**src/rtl/pse_pkg.sv**
```systemverilog
// ----------------------------------------------------------------------------
// pse_pkg
// Shared types, character codes and helpers of the postfix stack evaluator.
// ----------------------------------------------------------------------------
package pse_pkg;

	localparam int STACK_DEPTH_DEF = 32;
	localparam int VALUE_WIDTH_DEF = 32;

	localparam logic [7:0] CHAR_PLUS   = 8'h2B;
	localparam logic [7:0] CHAR_MINUS  = 8'h2D;
	localparam logic [7:0] CHAR_STAR   = 8'h2A;
	localparam logic [7:0] CHAR_SLASH  = 8'h2F;
	localparam logic [7:0] CHAR_CARET  = 8'h5E;
	localparam logic [7:0] CHAR_LPAREN = 8'h28;
	localparam logic [7:0] CHAR_RPAREN = 8'h29;
	localparam logic [7:0] CHAR_ZERO   = 8'h30;

	typedef enum logic [2:0] {
		ST_OK    = 3'd0,
		ST_EMPTY = 3'd1,
		ST_DIV0  = 3'd2,
		ST_FULL  = 3'd3,
		ST_ZNEG  = 3'd4
	} status_t;

	typedef enum logic [1:0] {
		TK_OPERAND,
		TK_ARITH,
		TK_PAREN
	} tok_kind_t;

	typedef enum logic [2:0] {
		ALU_ADD,
		ALU_SUB,
		ALU_MUL,
		ALU_DIV,
		ALU_POW
	} alu_op_t;

	typedef struct packed {
		logic load;
		logic push_operand;
		logic pop_b;
		logic pop_a;
		logic grab_a;
		logic alu_start;
		logic push_result;
		logic read_top;
		logic load_out;
	} pse_cmd_t;

	typedef struct packed {
		tok_kind_t kind;
		logic      alu_done;
	} pse_sts_t;

	typedef struct packed {
		logic    start;
		alu_op_t op;
	} alu_req_t;

	typedef struct packed {
		logic    done;
		status_t fault;
	} alu_rsp_t;

	function automatic tok_kind_t tok_kind(input logic [7:0] tok);
		tok_kind_t k;
		case (tok)
			CHAR_PLUS, CHAR_MINUS, CHAR_STAR, CHAR_SLASH, CHAR_CARET: k = TK_ARITH;
			CHAR_LPAREN, CHAR_RPAREN: k = TK_PAREN;
			default: k = TK_OPERAND;
		endcase
		return k;
	endfunction

	function automatic alu_op_t tok_alu_op(input logic [7:0] tok);
		alu_op_t op;
		case (tok)
			CHAR_MINUS: op = ALU_SUB;
			CHAR_STAR:  op = ALU_MUL;
			CHAR_SLASH: op = ALU_DIV;
			CHAR_CARET: op = ALU_POW;
			default:    op = ALU_ADD;
		endcase
		return op;
	endfunction

endpackage

```
**src/rtl/pse_in_if.sv**
```systemverilog
// ----------------------------------------------------------------------------
// pse_in_if
// Input channel: one expression character per word.
// ----------------------------------------------------------------------------
interface pse_in_if;
	logic       valid;
	logic       ready;
	logic [7:0] token;
	logic       last_token;

	modport source (output valid, output token, output last_token, input ready);
	modport sink   (input valid, input token, input last_token, output ready);
endinterface

```
**src/rtl/pse_out_if.sv**
```systemverilog
// ----------------------------------------------------------------------------
// pse_out_if
// Result channel: stack top, depth and status after each character.
// ----------------------------------------------------------------------------
interface pse_out_if #(
	parameter int VALUE_WIDTH = pse_pkg::VALUE_WIDTH_DEF,
	parameter int DEPTH_WIDTH = $clog2(pse_pkg::STACK_DEPTH_DEF + 1)
);
	logic                          valid;
	logic                          ready;
	logic signed [VALUE_WIDTH-1:0] top_value;
	logic [DEPTH_WIDTH-1:0]        stack_depth;
	pse_pkg::status_t              status;
	logic                          final_result;

	modport source (output valid, output top_value, output stack_depth, output status,
		output final_result, input ready);
	modport sink   (input valid, input top_value, input stack_depth, input status,
		input final_result, output ready);
endinterface

```
**src/rtl/pse_alu.sv**
```systemverilog
// ----------------------------------------------------------------------------
// pse_alu
// Multi-cycle arithmetic unit: add, subtract, digit-serial multiply,
// restoring divide and square-and-multiply power.
// ----------------------------------------------------------------------------
module pse_alu #(
	parameter int VALUE_WIDTH = pse_pkg::VALUE_WIDTH_DEF
) (
	input  logic                   clk,
	input  logic                   arst_n,
	input  pse_pkg::alu_req_t      req,
	input  logic [VALUE_WIDTH-1:0] a,
	input  logic [VALUE_WIDTH-1:0] b,
	output pse_pkg::alu_rsp_t      rsp,
	output logic [VALUE_WIDTH-1:0] result
);
	import pse_pkg::*;

	localparam int W        = VALUE_WIDTH;
	localparam int MulDigit = 8;
	localparam int CntW     = $clog2(W + 1);

	typedef enum logic [2:0] {
		A_IDLE,
		A_MUL,
		A_POW,
		A_DIV,
		A_DIVFIN,
		A_DONE
	} alu_state_t;

	typedef enum logic [1:0] {
		DST_RES,
		DST_ACC,
		DST_SQ
	} mul_dst_t;

	alu_state_t          state_q;
	mul_dst_t            dst_q;
	status_t             fault_q;
	logic [W-1:0]        res_q;
	logic [W-1:0]        mcand_q;
	logic [W-1:0]        mpl_q;
	logic [W-1:0]        prod_q;
	logic [W-1:0]        acc_q;
	logic [W-1:0]        sq_q;
	logic [W-1:0]        exp_q;
	logic                acc_done_q;
	logic [W-1:0]        quo_q;
	logic [W-1:0]        dvs_q;
	logic [W-1:0]        rem_q;
	logic                neg_q;
	logic [CntW-1:0]     cnt_q;
	logic [W+MulDigit-1:0] mul_part;
	logic [W:0]          rem_shift;
	logic [W:0]          rem_diff;

	function automatic logic [W-1:0] mag(input logic [W-1:0] v);
		return v[W-1] ? (~v + W'(1)) : v;
	endfunction

	assign mul_part  = mcand_q * mpl_q[MulDigit-1:0];
	assign rem_shift = {rem_q, quo_q[W-1]};
	assign rem_diff  = rem_shift - {1'b0, dvs_q};

	always_ff @(posedge clk or negedge arst_n) begin
		if (!arst_n) begin
			state_q    <= A_IDLE;
			dst_q      <= DST_RES;
			fault_q    <= ST_OK;
			res_q      <= '0;
			mcand_q    <= '0;
			mpl_q      <= '0;
			prod_q     <= '0;
			acc_q      <= '0;
			sq_q       <= '0;
			exp_q      <= '0;
			acc_done_q <= 1'b0;
			quo_q      <= '0;
			dvs_q      <= '0;
			rem_q      <= '0;
			neg_q      <= 1'b0;
			cnt_q      <= '0;
		end else begin
			unique case (state_q)
				A_IDLE: begin
					if (req.start) begin
						fault_q <= ST_OK;
						unique case (req.op)
							ALU_ADD: begin
								res_q   <= a + b;
								state_q <= A_DONE;
							end
							ALU_SUB: begin
								res_q   <= a - b;
								state_q <= A_DONE;
							end
							ALU_MUL: begin
								mcand_q <= a;
								mpl_q   <= b;
								prod_q  <= '0;
								dst_q   <= DST_RES;
								state_q <= A_MUL;
							end
							ALU_DIV: begin
								if (b == '0) begin
									res_q   <= '0;
									fault_q <= ST_DIV0;
									state_q <= A_DONE;
								end else begin
									quo_q   <= mag(a);
									dvs_q   <= mag(b);
									rem_q   <= '0;
									neg_q   <= a[W-1] ^ b[W-1];
									cnt_q   <= CntW'(W);
									state_q <= A_DIV;
								end
							end
							ALU_POW: begin
								if (b[W-1]) begin
									state_q <= A_DONE;
									if (a == W'(1)) begin
										res_q <= W'(1);
									end else if (a == '1) begin
										res_q <= b[0] ? '1 : W'(1);
									end else if (a == '0) begin
										res_q   <= '0;
										fault_q <= ST_ZNEG;
									end else begin
										res_q <= '0;
									end
								end else begin
									acc_q      <= W'(1);
									sq_q       <= a;
									exp_q      <= b;
									acc_done_q <= 1'b0;
									state_q    <= A_POW;
								end
							end
							default: begin
								res_q   <= '0;
								state_q <= A_DONE;
							end
						endcase
					end
				end
				A_POW: begin
					if (exp_q == '0) begin
						res_q   <= acc_q;
						state_q <= A_DONE;
					end else if (exp_q[0] && !acc_done_q) begin
						mcand_q    <= acc_q;
						mpl_q      <= sq_q;
						prod_q     <= '0;
						dst_q      <= DST_ACC;
						acc_done_q <= 1'b1;
						state_q    <= A_MUL;
					end else begin
						mcand_q <= sq_q;
						mpl_q   <= sq_q;
						prod_q  <= '0;
						dst_q   <= DST_SQ;
						state_q <= A_MUL;
					end
				end
				A_MUL: begin
					if (mpl_q == '0) begin
						unique case (dst_q)
							DST_RES: begin
								res_q   <= prod_q;
								state_q <= A_DONE;
							end
							DST_ACC: begin
								acc_q   <= prod_q;
								state_q <= A_POW;
							end
							DST_SQ: begin
								sq_q       <= prod_q;
								exp_q      <= exp_q >> 1;
								acc_done_q <= 1'b0;
								state_q    <= A_POW;
							end
							default: state_q <= A_DONE;
						endcase
					end else begin
						prod_q  <= prod_q + mul_part[W-1:0];
						mcand_q <= mcand_q << MulDigit;
						mpl_q   <= mpl_q >> MulDigit;
					end
				end
				A_DIV: begin
					if (!rem_diff[W]) begin
						rem_q <= rem_diff[W-1:0];
					end else begin
						rem_q <= rem_shift[W-1:0];
					end
					quo_q <= {quo_q[W-2:0], ~rem_diff[W]};
					cnt_q <= cnt_q - CntW'(1);
					if (cnt_q == CntW'(1)) begin
						state_q <= A_DIVFIN;
					end
				end
				A_DIVFIN: begin
					res_q   <= neg_q ? (~quo_q + W'(1)) : quo_q;
					state_q <= A_DONE;
				end
				A_DONE: state_q <= A_IDLE;
				default: state_q <= A_IDLE;
			endcase
		end
	end

	assign rsp.done  = (state_q == A_DONE);
	assign rsp.fault = fault_q;
	assign result    = res_q;

endmodule

```
**src/rtl/pse_dp.sv**
```systemverilog
// ----------------------------------------------------------------------------
// pse_dp
// Datapath: value stack memory, stack pointer, operand registers,
// arithmetic unit and result register.
// ----------------------------------------------------------------------------
module pse_dp #(
	parameter int STACK_DEPTH = pse_pkg::STACK_DEPTH_DEF,
	parameter int VALUE_WIDTH = pse_pkg::VALUE_WIDTH_DEF,
	parameter int PTR_WIDTH   = $clog2(STACK_DEPTH + 1)
) (
	input  logic                   clk,
	input  logic                   arst_n,
	input  pse_pkg::pse_cmd_t      cmd,
	output pse_pkg::pse_sts_t      sts,
	input  logic [7:0]             token,
	input  logic                   last_token,
	output logic [VALUE_WIDTH-1:0] top_value,
	output logic [PTR_WIDTH-1:0]   stack_depth,
	output pse_pkg::status_t       status,
	output logic                   final_result
);
	import pse_pkg::*;

	localparam int W     = VALUE_WIDTH;
	localparam int AddrW = (STACK_DEPTH > 1) ? $clog2(STACK_DEPTH) : 1;

	logic [W-1:0]         stack_q [STACK_DEPTH];
	logic [W-1:0]         rdata_q;
	logic [PTR_WIDTH-1:0] sp_q;
	logic [PTR_WIDTH-1:0] sp_dec;
	logic                 sp_empty;
	logic                 sp_full;
	logic [7:0]           tok_q;
	logic                 last_q;
	logic                 missing_q;
	logic                 b_mem_q;
	logic                 a_mem_q;
	logic [W-1:0]         opa_q;
	logic [W-1:0]         opb_q;
	status_t              status_q;
	logic [W-1:0]         top_q;
	logic [PTR_WIDTH-1:0] depth_q;
	status_t              stat_out_q;
	logic                 final_q;
	logic                 wr_en;
	logic [W-1:0]         wr_data;
	logic                 rd_en;
	logic [W-1:0]         opd_val;
	alu_req_t             alu_req;
	alu_rsp_t             alu_rsp;
	logic [W-1:0]         alu_res;

	assign sp_dec   = sp_q - PTR_WIDTH'(1);
	assign sp_empty = (sp_q == '0);
	assign sp_full  = (sp_q == PTR_WIDTH'(STACK_DEPTH));
	assign opd_val  = W'(tok_q) - W'(CHAR_ZERO);

	assign wr_en   = (cmd.push_operand && !sp_full) || cmd.push_result;
	assign wr_data = cmd.push_result ? alu_res : opd_val;
	assign rd_en   = (cmd.pop_b || cmd.pop_a || cmd.read_top) && !sp_empty;

	assign alu_req.start = cmd.alu_start;
	assign alu_req.op    = tok_alu_op(tok_q);

	pse_alu #(
		.VALUE_WIDTH(VALUE_WIDTH)
	) u_alu (
		.clk   (clk),
		.arst_n(arst_n),
		.req   (alu_req),
		.a     (opa_q),
		.b     (opb_q),
		.rsp   (alu_rsp),
		.result(alu_res)
	);

	always_ff @(posedge clk) begin
		if (wr_en) begin
			stack_q[sp_q[AddrW-1:0]] <= wr_data;
		end
		if (rd_en) begin
			rdata_q <= stack_q[sp_dec[AddrW-1:0]];
		end
	end

	always_ff @(posedge clk or negedge arst_n) begin
		if (!arst_n) begin
			sp_q <= '0;
		end else begin
			if (cmd.push_operand && !sp_full) begin
				sp_q <= sp_q + PTR_WIDTH'(1);
			end else if ((cmd.pop_b || cmd.pop_a) && !sp_empty) begin
				sp_q <= sp_dec;
			end else if (cmd.push_result) begin
				sp_q <= sp_q + PTR_WIDTH'(1);
			end else if (cmd.load_out && last_q) begin
				sp_q <= '0;
			end
		end
	end

	always_ff @(posedge clk) begin
		if (cmd.load) begin
			tok_q     <= token;
			last_q    <= last_token;
			missing_q <= 1'b0;
			status_q  <= ST_OK;
		end
		if (cmd.push_operand) begin
			status_q <= sp_full ? ST_FULL : ST_OK;
		end
		if (cmd.pop_b) begin
			b_mem_q <= !sp_empty;
			if (sp_empty) begin
				missing_q <= 1'b1;
			end
		end
		if (cmd.pop_a) begin
			opb_q   <= b_mem_q ? rdata_q : '1;
			a_mem_q <= !sp_empty;
			if (sp_empty) begin
				missing_q <= 1'b1;
			end
		end
		if (cmd.grab_a) begin
			opa_q    <= a_mem_q ? rdata_q : '1;
			status_q <= missing_q ? ST_EMPTY : ST_OK;
		end
		if (cmd.push_result && alu_rsp.fault != ST_OK) begin
			status_q <= alu_rsp.fault;
		end
		if (cmd.load_out) begin
			top_q      <= sp_empty ? '1 : rdata_q;
			depth_q    <= sp_q;
			stat_out_q <= status_q;
			final_q    <= last_q;
		end
	end

	assign sts.kind     = tok_kind(tok_q);
	assign sts.alu_done = alu_rsp.done;

	assign top_value    = top_q;
	assign stack_depth  = depth_q;
	assign status       = stat_out_q;
	assign final_result = final_q;

endmodule

```
**src/rtl/pse_ctrl.sv**
```systemverilog
// ----------------------------------------------------------------------------
// pse_ctrl
// Controller: sequences stack accesses and the arithmetic unit for each
// character, and owns the handshakes of both channels.
// ----------------------------------------------------------------------------
module pse_ctrl (
	input  logic              clk,
	input  logic              arst_n,
	input  logic              in_valid,
	output logic              in_ready,
	output logic              out_valid,
	input  logic              out_ready,
	output pse_pkg::pse_cmd_t cmd,
	input  pse_pkg::pse_sts_t sts
);
	import pse_pkg::*;

	typedef enum logic [2:0] {
		C_IDLE,
		C_DISPATCH,
		C_POP_A,
		C_GRAB_A,
		C_EXEC,
		C_WAIT,
		C_READ_TOP,
		C_OUT
	} ctrl_state_t;

	ctrl_state_t state_q;
	logic        out_valid_q;
	logic        out_free;

	assign out_free  = !out_valid_q || out_ready;
	assign in_ready  = (state_q == C_IDLE);
	assign out_valid = out_valid_q;

	always_comb begin
		cmd = '0;
		unique case (state_q)
			C_IDLE:     cmd.load = in_valid;
			C_DISPATCH: begin
				if (sts.kind == TK_OPERAND) begin
					cmd.push_operand = 1'b1;
				end else begin
					cmd.pop_b = 1'b1;
				end
			end
			C_POP_A:    cmd.pop_a = 1'b1;
			C_GRAB_A:   cmd.grab_a = 1'b1;
			C_EXEC:     cmd.alu_start = 1'b1;
			C_WAIT:     cmd.push_result = sts.alu_done;
			C_READ_TOP: cmd.read_top = 1'b1;
			C_OUT:      cmd.load_out = out_free;
			default:    cmd = '0;
		endcase
	end

	always_ff @(posedge clk or negedge arst_n) begin
		if (!arst_n) begin
			state_q     <= C_IDLE;
			out_valid_q <= 1'b0;
		end else begin
			if (state_q == C_OUT && out_free) begin
				out_valid_q <= 1'b1;
			end else if (out_ready) begin
				out_valid_q <= 1'b0;
			end
			unique case (state_q)
				C_IDLE: begin
					if (in_valid) begin
						state_q <= C_DISPATCH;
					end
				end
				C_DISPATCH: begin
					if (sts.kind == TK_OPERAND) begin
						state_q <= C_READ_TOP;
					end else begin
						state_q <= C_POP_A;
					end
				end
				C_POP_A: state_q <= C_GRAB_A;
				C_GRAB_A: begin
					if (sts.kind == TK_PAREN) begin
						state_q <= C_READ_TOP;
					end else begin
						state_q <= C_EXEC;
					end
				end
				C_EXEC: state_q <= C_WAIT;
				C_WAIT: begin
					if (sts.alu_done) begin
						state_q <= C_READ_TOP;
					end
				end
				C_READ_TOP: state_q <= C_OUT;
				C_OUT: begin
					if (out_free) begin
						state_q <= C_IDLE;
					end
				end
				default: state_q <= C_IDLE;
			endcase
		end
	end

endmodule

```
**src/rtl/postfix_stack_evaluator.sv**
```systemverilog
// ----------------------------------------------------------------------------
// postfix_stack_evaluator
// Evaluates a postfix expression one character per input word and returns
// one result word per character: the stack top (-1 when empty), the depth,
// a status code and a flag on the final character, after which the stack
// empties. One character is in work at a time; a finished result waits in
// an output register while the next character is taken. A multiply works
// through the 8-bit digits of the right operand up to its highest nonzero
// digit, and a divide by a nonzero value through all VALUE_WIDTH bits.
// Power runs square-and-multiply over the exponent bits, each bit costing
// up to two digit-serial multiplies. The arithmetic unit is shared by all
// operators and retires one digit or bit per cycle.
// ----------------------------------------------------------------------------
module postfix_stack_evaluator #(
	parameter int STACK_DEPTH = pse_pkg::STACK_DEPTH_DEF,
	parameter int VALUE_WIDTH = pse_pkg::VALUE_WIDTH_DEF
) (
	input  logic      clk,
	input  logic      arst_n,
	pse_in_if.sink    in_ch,
	pse_out_if.source out_ch
);
	import pse_pkg::*;

	localparam int DepthW = $clog2(STACK_DEPTH + 1);

	pse_cmd_t              cmd;
	pse_sts_t              sts;
	logic [VALUE_WIDTH-1:0] top_value;
	logic [DepthW-1:0]     stack_depth;
	status_t               status;
	logic                  final_result;

	pse_ctrl u_ctrl (
		.clk      (clk),
		.arst_n   (arst_n),
		.in_valid (in_ch.valid),
		.in_ready (in_ch.ready),
		.out_valid(out_ch.valid),
		.out_ready(out_ch.ready),
		.cmd      (cmd),
		.sts      (sts)
	);

	pse_dp #(
		.STACK_DEPTH(STACK_DEPTH),
		.VALUE_WIDTH(VALUE_WIDTH),
		.PTR_WIDTH  (DepthW)
	) u_dp (
		.clk         (clk),
		.arst_n      (arst_n),
		.cmd         (cmd),
		.sts         (sts),
		.token       (in_ch.token),
		.last_token  (in_ch.last_token),
		.top_value   (top_value),
		.stack_depth (stack_depth),
		.status      (status),
		.final_result(final_result)
	);

	assign out_ch.top_value    = top_value;
	assign out_ch.stack_depth  = stack_depth;
	assign out_ch.status       = status;
	assign out_ch.final_result = final_result;

`ifndef SYNTHESIS
	a_one_in_flight: assert property (@(posedge clk) disable iff (!arst_n)
		in_ch.valid && in_ch.ready |=> !in_ch.ready)
		else $error("input taken while a word is in work");

	a_empty_top: assert property (@(posedge clk) disable iff (!arst_n)
		out_ch.valid && out_ch.stack_depth == '0 |-> out_ch.top_value == '1)
		else $error("empty stack must show -1 on top");

	a_full_depth: assert property (@(posedge clk) disable iff (!arst_n)
		out_ch.valid && out_ch.status == ST_FULL |-> out_ch.stack_depth == DepthW'(STACK_DEPTH))
		else $error("full status with stack not full");

	a_fault_zero: assert property (@(posedge clk) disable iff (!arst_n)
		out_ch.valid && (out_ch.status == ST_DIV0 || out_ch.status == ST_ZNEG)
		|-> out_ch.top_value == '0)
		else $error("arithmetic fault must leave zero on top");
`endif

endmodule
```
**src/flat_wrapper.sv**
```systemverilog
// flat-port wrapper written by rule: the top's interface ports become plain ports
module postfix_stack_evaluator_flat import pse_pkg::*;
#(
	parameter int STACK_DEPTH = pse_pkg::STACK_DEPTH_DEF,
	parameter int VALUE_WIDTH = pse_pkg::VALUE_WIDTH_DEF
)
  (clk, arst_n, in_ch_valid, in_ch_token, in_ch_last_token, in_ch_ready, out_ch_valid, out_ch_top_value, out_ch_stack_depth, out_ch_status, out_ch_final_result, out_ch_ready);
  pse_in_if in_ch_i ();
  pse_out_if #(.VALUE_WIDTH(VALUE_WIDTH)) out_ch_i ();
  input  logic clk;
  input  logic arst_n;
  input wire logic [$bits(in_ch_i.valid)-1:0] in_ch_valid;
  input wire logic [$bits(in_ch_i.token)-1:0] in_ch_token;
  input wire logic [$bits(in_ch_i.last_token)-1:0] in_ch_last_token;
  output wire logic [$bits(in_ch_i.ready)-1:0] in_ch_ready;
  output wire logic [$bits(out_ch_i.valid)-1:0] out_ch_valid;
  output wire logic [$bits(out_ch_i.top_value)-1:0] out_ch_top_value;
  output wire logic [$bits(out_ch_i.stack_depth)-1:0] out_ch_stack_depth;
  output wire logic [$bits(out_ch_i.status)-1:0] out_ch_status;
  output wire logic [$bits(out_ch_i.final_result)-1:0] out_ch_final_result;
  input wire logic [$bits(out_ch_i.ready)-1:0] out_ch_ready;
  assign in_ch_i.valid = in_ch_valid;
  assign in_ch_i.token = in_ch_token;
  assign in_ch_i.last_token = in_ch_last_token;
  assign in_ch_ready = in_ch_i.ready;
  assign out_ch_valid = out_ch_i.valid;
  assign out_ch_top_value = out_ch_i.top_value;
  assign out_ch_stack_depth = out_ch_i.stack_depth;
  assign out_ch_status = out_ch_i.status;
  assign out_ch_final_result = out_ch_i.final_result;
  assign out_ch_i.ready = out_ch_ready;
  postfix_stack_evaluator #(.STACK_DEPTH(STACK_DEPTH), .VALUE_WIDTH(VALUE_WIDTH)) u_core (.clk(clk), .arst_n(arst_n), .in_ch(in_ch_i), .out_ch(out_ch_i));
endmodule
```
**config.mk**
```make
export PLATFORM = sky130hd
export DESIGN_NAME = postfix_stack_evaluator_flat
export DESIGN_NICKNAME = d
export VERILOG_FILES = /design/src/rtl/pse_pkg.sv /design/src/rtl/pse_in_if.sv /design/src/rtl/pse_out_if.sv /design/src/rtl/pse_alu.sv /design/src/rtl/pse_dp.sv /design/src/rtl/pse_ctrl.sv /design/src/rtl/postfix_stack_evaluator.sv /design/src/flat_wrapper.sv
export SDC_FILE = /design/constraint.sdc
export NUM_CORES = 2
export LEC_CHECK = 0
export BUFFER_PORTS_ARGS = -buffer_cell sky130_fd_sc_hd__buf_2
export CAP_MARGIN = 20
export CORE_UTILIZATION = 25
export CTS_CLUSTER_DIAMETER = 30
export DETAILED_ROUTE_END_ITERATION = 10
export GPL_ROUTABILITY_DRIVEN = 0
export PLACE_DENSITY_LB_ADDON = 0.05
export SKIP_LAST_GASP = 1
export SYNTH_ARGS = -nofsm -noshare
export SYNTH_HDL_FRONTEND = slang
export SYNTH_SLANG_ARGS = --single-unit
```
**constraint.sdc**
```tcl
create_clock -name clk -period 8.5 [get_ports clk]
set_clock_uncertainty 0.15 [all_clocks]
set_input_delay 1.7 -clock clk [delete_from_list [all_inputs] [get_ports clk]]
set_output_delay 1.7 -clock clk [all_outputs]
set_load 0.02 [all_outputs]
```
==> flow_summary_export.csv <==
group,metric,value,unit
cells_and_area,nets,5992,
global_routing,grt_pass1_vias,49900,
global_routing,antenna_found_initial,16,
timing,slew_viol_final,0,
clock_tree,root_buffer,"clkbuf_16",
clock_tree,htree_levels,5,
detailed_routing,drt_pass1_iterations,7,
detailed_routing,routed_via_density,4.72,
floorplan,core,0.295,sq mm
clock_tree,numClockSinks,1521,
clock_tree,tritoncts.num_buffers,438,
global_routing,grt_start_max_net_pins,160,
clock_tree,cts_tree,"yes",
floorplan,full_die_area,0.300,sq mm
synth,synth.yosys.warnings,0,
timing,slew-limit-headroom,0.265,
worst_hold_path,worst_hold_path_type,"flop to flop",
synth,postSynthNetCount,5704,
synth,ys_async_sr_fraction,0.226,
place,hpwlAfterDp,182000,um
timing,report.final.hold_viol_count,0,
synth,ys.flop_type,"edfxtp_1",
detailed_routing,drc_errors,0,
worst_setup_path,worstPathArrival,6.90,ns
timing,setup_violations,0,
cells_and_area,final_cell_mix,"1176 x edfxtp_1, 556 x nand2_1, 444 x clkbuf_16",
cells_and_area,syn_to_final_growth,27.4,%
clock_tree,holdBufCountCts,0,
synth,edff_count_synth,1176,
cells_and_area,nFillCells,29200,
synth,ys_seq_elements,1521,
synth,synthesis.instances,5380,
clock_tree,post_cts_buffers,0,
run,cap_viol_max_count,0,
synth,syn_area_per_cell,13.8,sq um
cells_and_area,layout.cells.most_common,"edfxtp_1",
place,numPortBuffers,56,
floorplan,die_height,548,um
timing,grt_setup_unrepaired,"no",
synth,synth_simple_gate_area_share,0.0802,
global_routing,grt_overflow,0,
worst_setup_path,critical_path_peak_fanout,9,
clock_tree,clock_latency,0.96,ns
floorplan,chipWidth,548,um
synth,yosys.area_share.adder,0.0713,
clock_tree,clk_pin_slew_worst_paths,0.04,ns
synth,post_synth_mux_area_share,0.115,
timing,fin_tns_setup,0,ns
synth,post_synth_xor_area_fraction,0.0257,
synth,yosysUniqueCellTypes,81,
global_routing,grt_first_pass_wirelength,399000,um
floorplan,fp-row-count,199,
floorplan,starting_density_of_the_core,0.252,
detailed_routing,route.vias.total,47000,
worst_setup_path,critPathLaunchType,"flop",
synth,synthesis.area,0.0744,sq mm
clock_tree,postCtsResizedCells,0,
timing,timing.fmax,159,MHz
cells_and_area,fraction_of_final_layout_cells_sized_beyond_drive_strength_1,0.219,
timing,period_needed,6.30,ns
detailed_routing,route.final.wire_length,284000,um
cells_and_area,final_core_utilization,0.321,
clock_tree,cts-root-to-sink-buffers,4,
status,result_of_the_run,"finished, final reports clean",
timing,fin_crit_sh,0.742,
timing,worstMarginPinSlew,1.10,ns
floorplan,io_pins,57,
worst_setup_path,critical_path.endpoint_type,"flop",
synth,synth_compound_gate_area_share,0.0836,
detailed_routing,ant_nets,0,
worst_setup_path,path_class,"flop to flop",
worst_setup_path,cp_data_required_time,9.10,ns
global_routing,global_route.usage.total,0.187,
detailed_routing,number_of_drc_markers_in_iteration_0,3353,
detailed_routing,post_drt_wl_per_cell,28.5,um
synth,synth_top_family_by_area,"multiplexers",
synth,synth_sequential_area_ratio,0.590,
worst paths after layout:
check                                        start                            to  slack (ns)  depth (start not counted)
max                           u_core.u_dp.opb_q[0]  u_core.u_dp.u_alu.result[31]        2.20                         19
min                        u_core.u_dp.status_q[2]         u_core.u_dp.status[2]        0.27                          0
max reg2reg                   u_core.u_dp.opb_q[0]  u_core.u_dp.u_alu.result[31]        2.20                         19
min reg2reg                u_core.u_dp.status_q[2]         u_core.u_dp.status[2]        0.27                          0
max in group asynchronous                   arst_n  u_core.u_dp.u_alu.state_q[1]        5.97                          2
min in group asynchronous                   arst_n  u_core.u_dp.u_alu.prod_q[18]        0.61                          1
cells in the mapped netlist, types with 33 or more instances:
cell type / n / share of area
and2_1: 159 / 0.013
xor2_1: 129 / 0.015
nor2_1: 145 / 0.0073
a21oi_1: 170 / 0.011
o21ai_0: 367 / 0.025
mux2_2: 37 / 0.0056
a221oi_1: 33 / 0.0039
edfxtp_1: 1176 / 0.47
buf_1: 37 / 0.0019
nand2b_1: 121 / 0.010
xnor2_1: 89 / 0.010
o31ai_1: 87 / 0.0088
nand2_1: 559 / 0.028
a22o_1: 47 / 0.0055
mux2i_1: 95 / 0.013
a21o_1: 71 / 0.0072
clkbuf_1: 286 / 0.014
o22ai_1: 45 / 0.0038
inv_1: 319 / 0.016
fa_1: 188 / 0.051
dfrtp_1: 344 / 0.12
nor3_1: 43 / 0.0029
mux4_2: 320 / 0.097
a22oi_1: 41 / 0.0041
ha_1: 123 / 0.021
per-layer routing:
layer  GRT usage  up-vias  routed length [um]
met5           0        -                  59
met1       0.239    24800              123000
met2       0.328     1026              144000
li1            -    20700                   -
met4      0.0572        8                8030
met3      0.0257      441                9100
cell type report:
cell class                      count  area (sq um)  share of cell area
Antenna cell                        5          12.5            0.000132
Clock buffer                      560         11900               0.125
Clock inverter                    256          3020              0.0319
Inverter                          319          1200              0.0126
Multi-Input combinational cell   3200         28400               0.300
Sequential cell                  1521         43900               0.463
Tap cell                         3919          4900              0.0517
Timing Repair Buffer              188          1450              0.0153
per-stage QoR:
step                instance area (sq um)  cells  hold WS [ns]  setup WS, ns
CTS                                 94700   9957         0.275          2.14
global placement                    79800   9139         0.271          2.21
floorplan                           74400   5380         0.250          3.23
detailed placement                  79800   9141         0.264          2.17
finish                              94800   9968         0.272          2.20
global route                        94800   9965         0.277          1.79
critical path, stage by stage, from the launching register on:
cell and delay [ns]:
edfxtp_1 0.55, inv_1 0.25, ha_1 0.23, or3b_1 0.44
or4_1 0.70, nor2_1 0.43, nand2_1 0.20, or3_1 0.50
nand2_1 0.14, xor2_1 0.09, ha_1 0.45, nand2_1 0.14
nor4_1 0.30, inv_1 0.07, a211oi_1 0.34, or3_1 0.27
a41oi_1 0.16, xnor2_1 0.17, a2111oi_0 0.46, nor3_1 0.10
flip-flops by register name, indices dropped and copies added, names as in the netlist, 8 cells and up:
signal / count
u_core.u_dp.u_alu.mpl_q: 32
u_core.u_dp.stack_q: 1024
u_core.u_dp.u_alu.mcand_q: 32
u_core.u_dp.opa_q: 32
u_core.u_dp.tok_q: 8
u_core.u_dp.u_alu.sq_q: 32
u_core.u_dp.opb_q: 32
u_core.u_dp.u_alu.exp_q: 31
u_core.u_dp.top_value: 32
u_core.u_dp.u_alu.prod_q: 32
u_core.u_dp.rdata_q: 32
u_core.u_dp.u_alu.dvs_q: 32
u_core.u_dp.u_alu.acc_q: 32
u_core.u_dp.u_alu.result: 32
u_core.u_dp.u_alu.quo_q: 32
u_core.u_dp.u_alu.rem_q: 32
cells by family after synthesis:
group	after synthesis
buf+inv	659
mux	452
simple gates	1234
fa+ha+maj	311
flops	1521
xor+xnor	218
compound gates	985
Power is left out: the tool's default activity adds up to more than one toggle a clock period on the data nets, which glitch-free logic cannot reach.
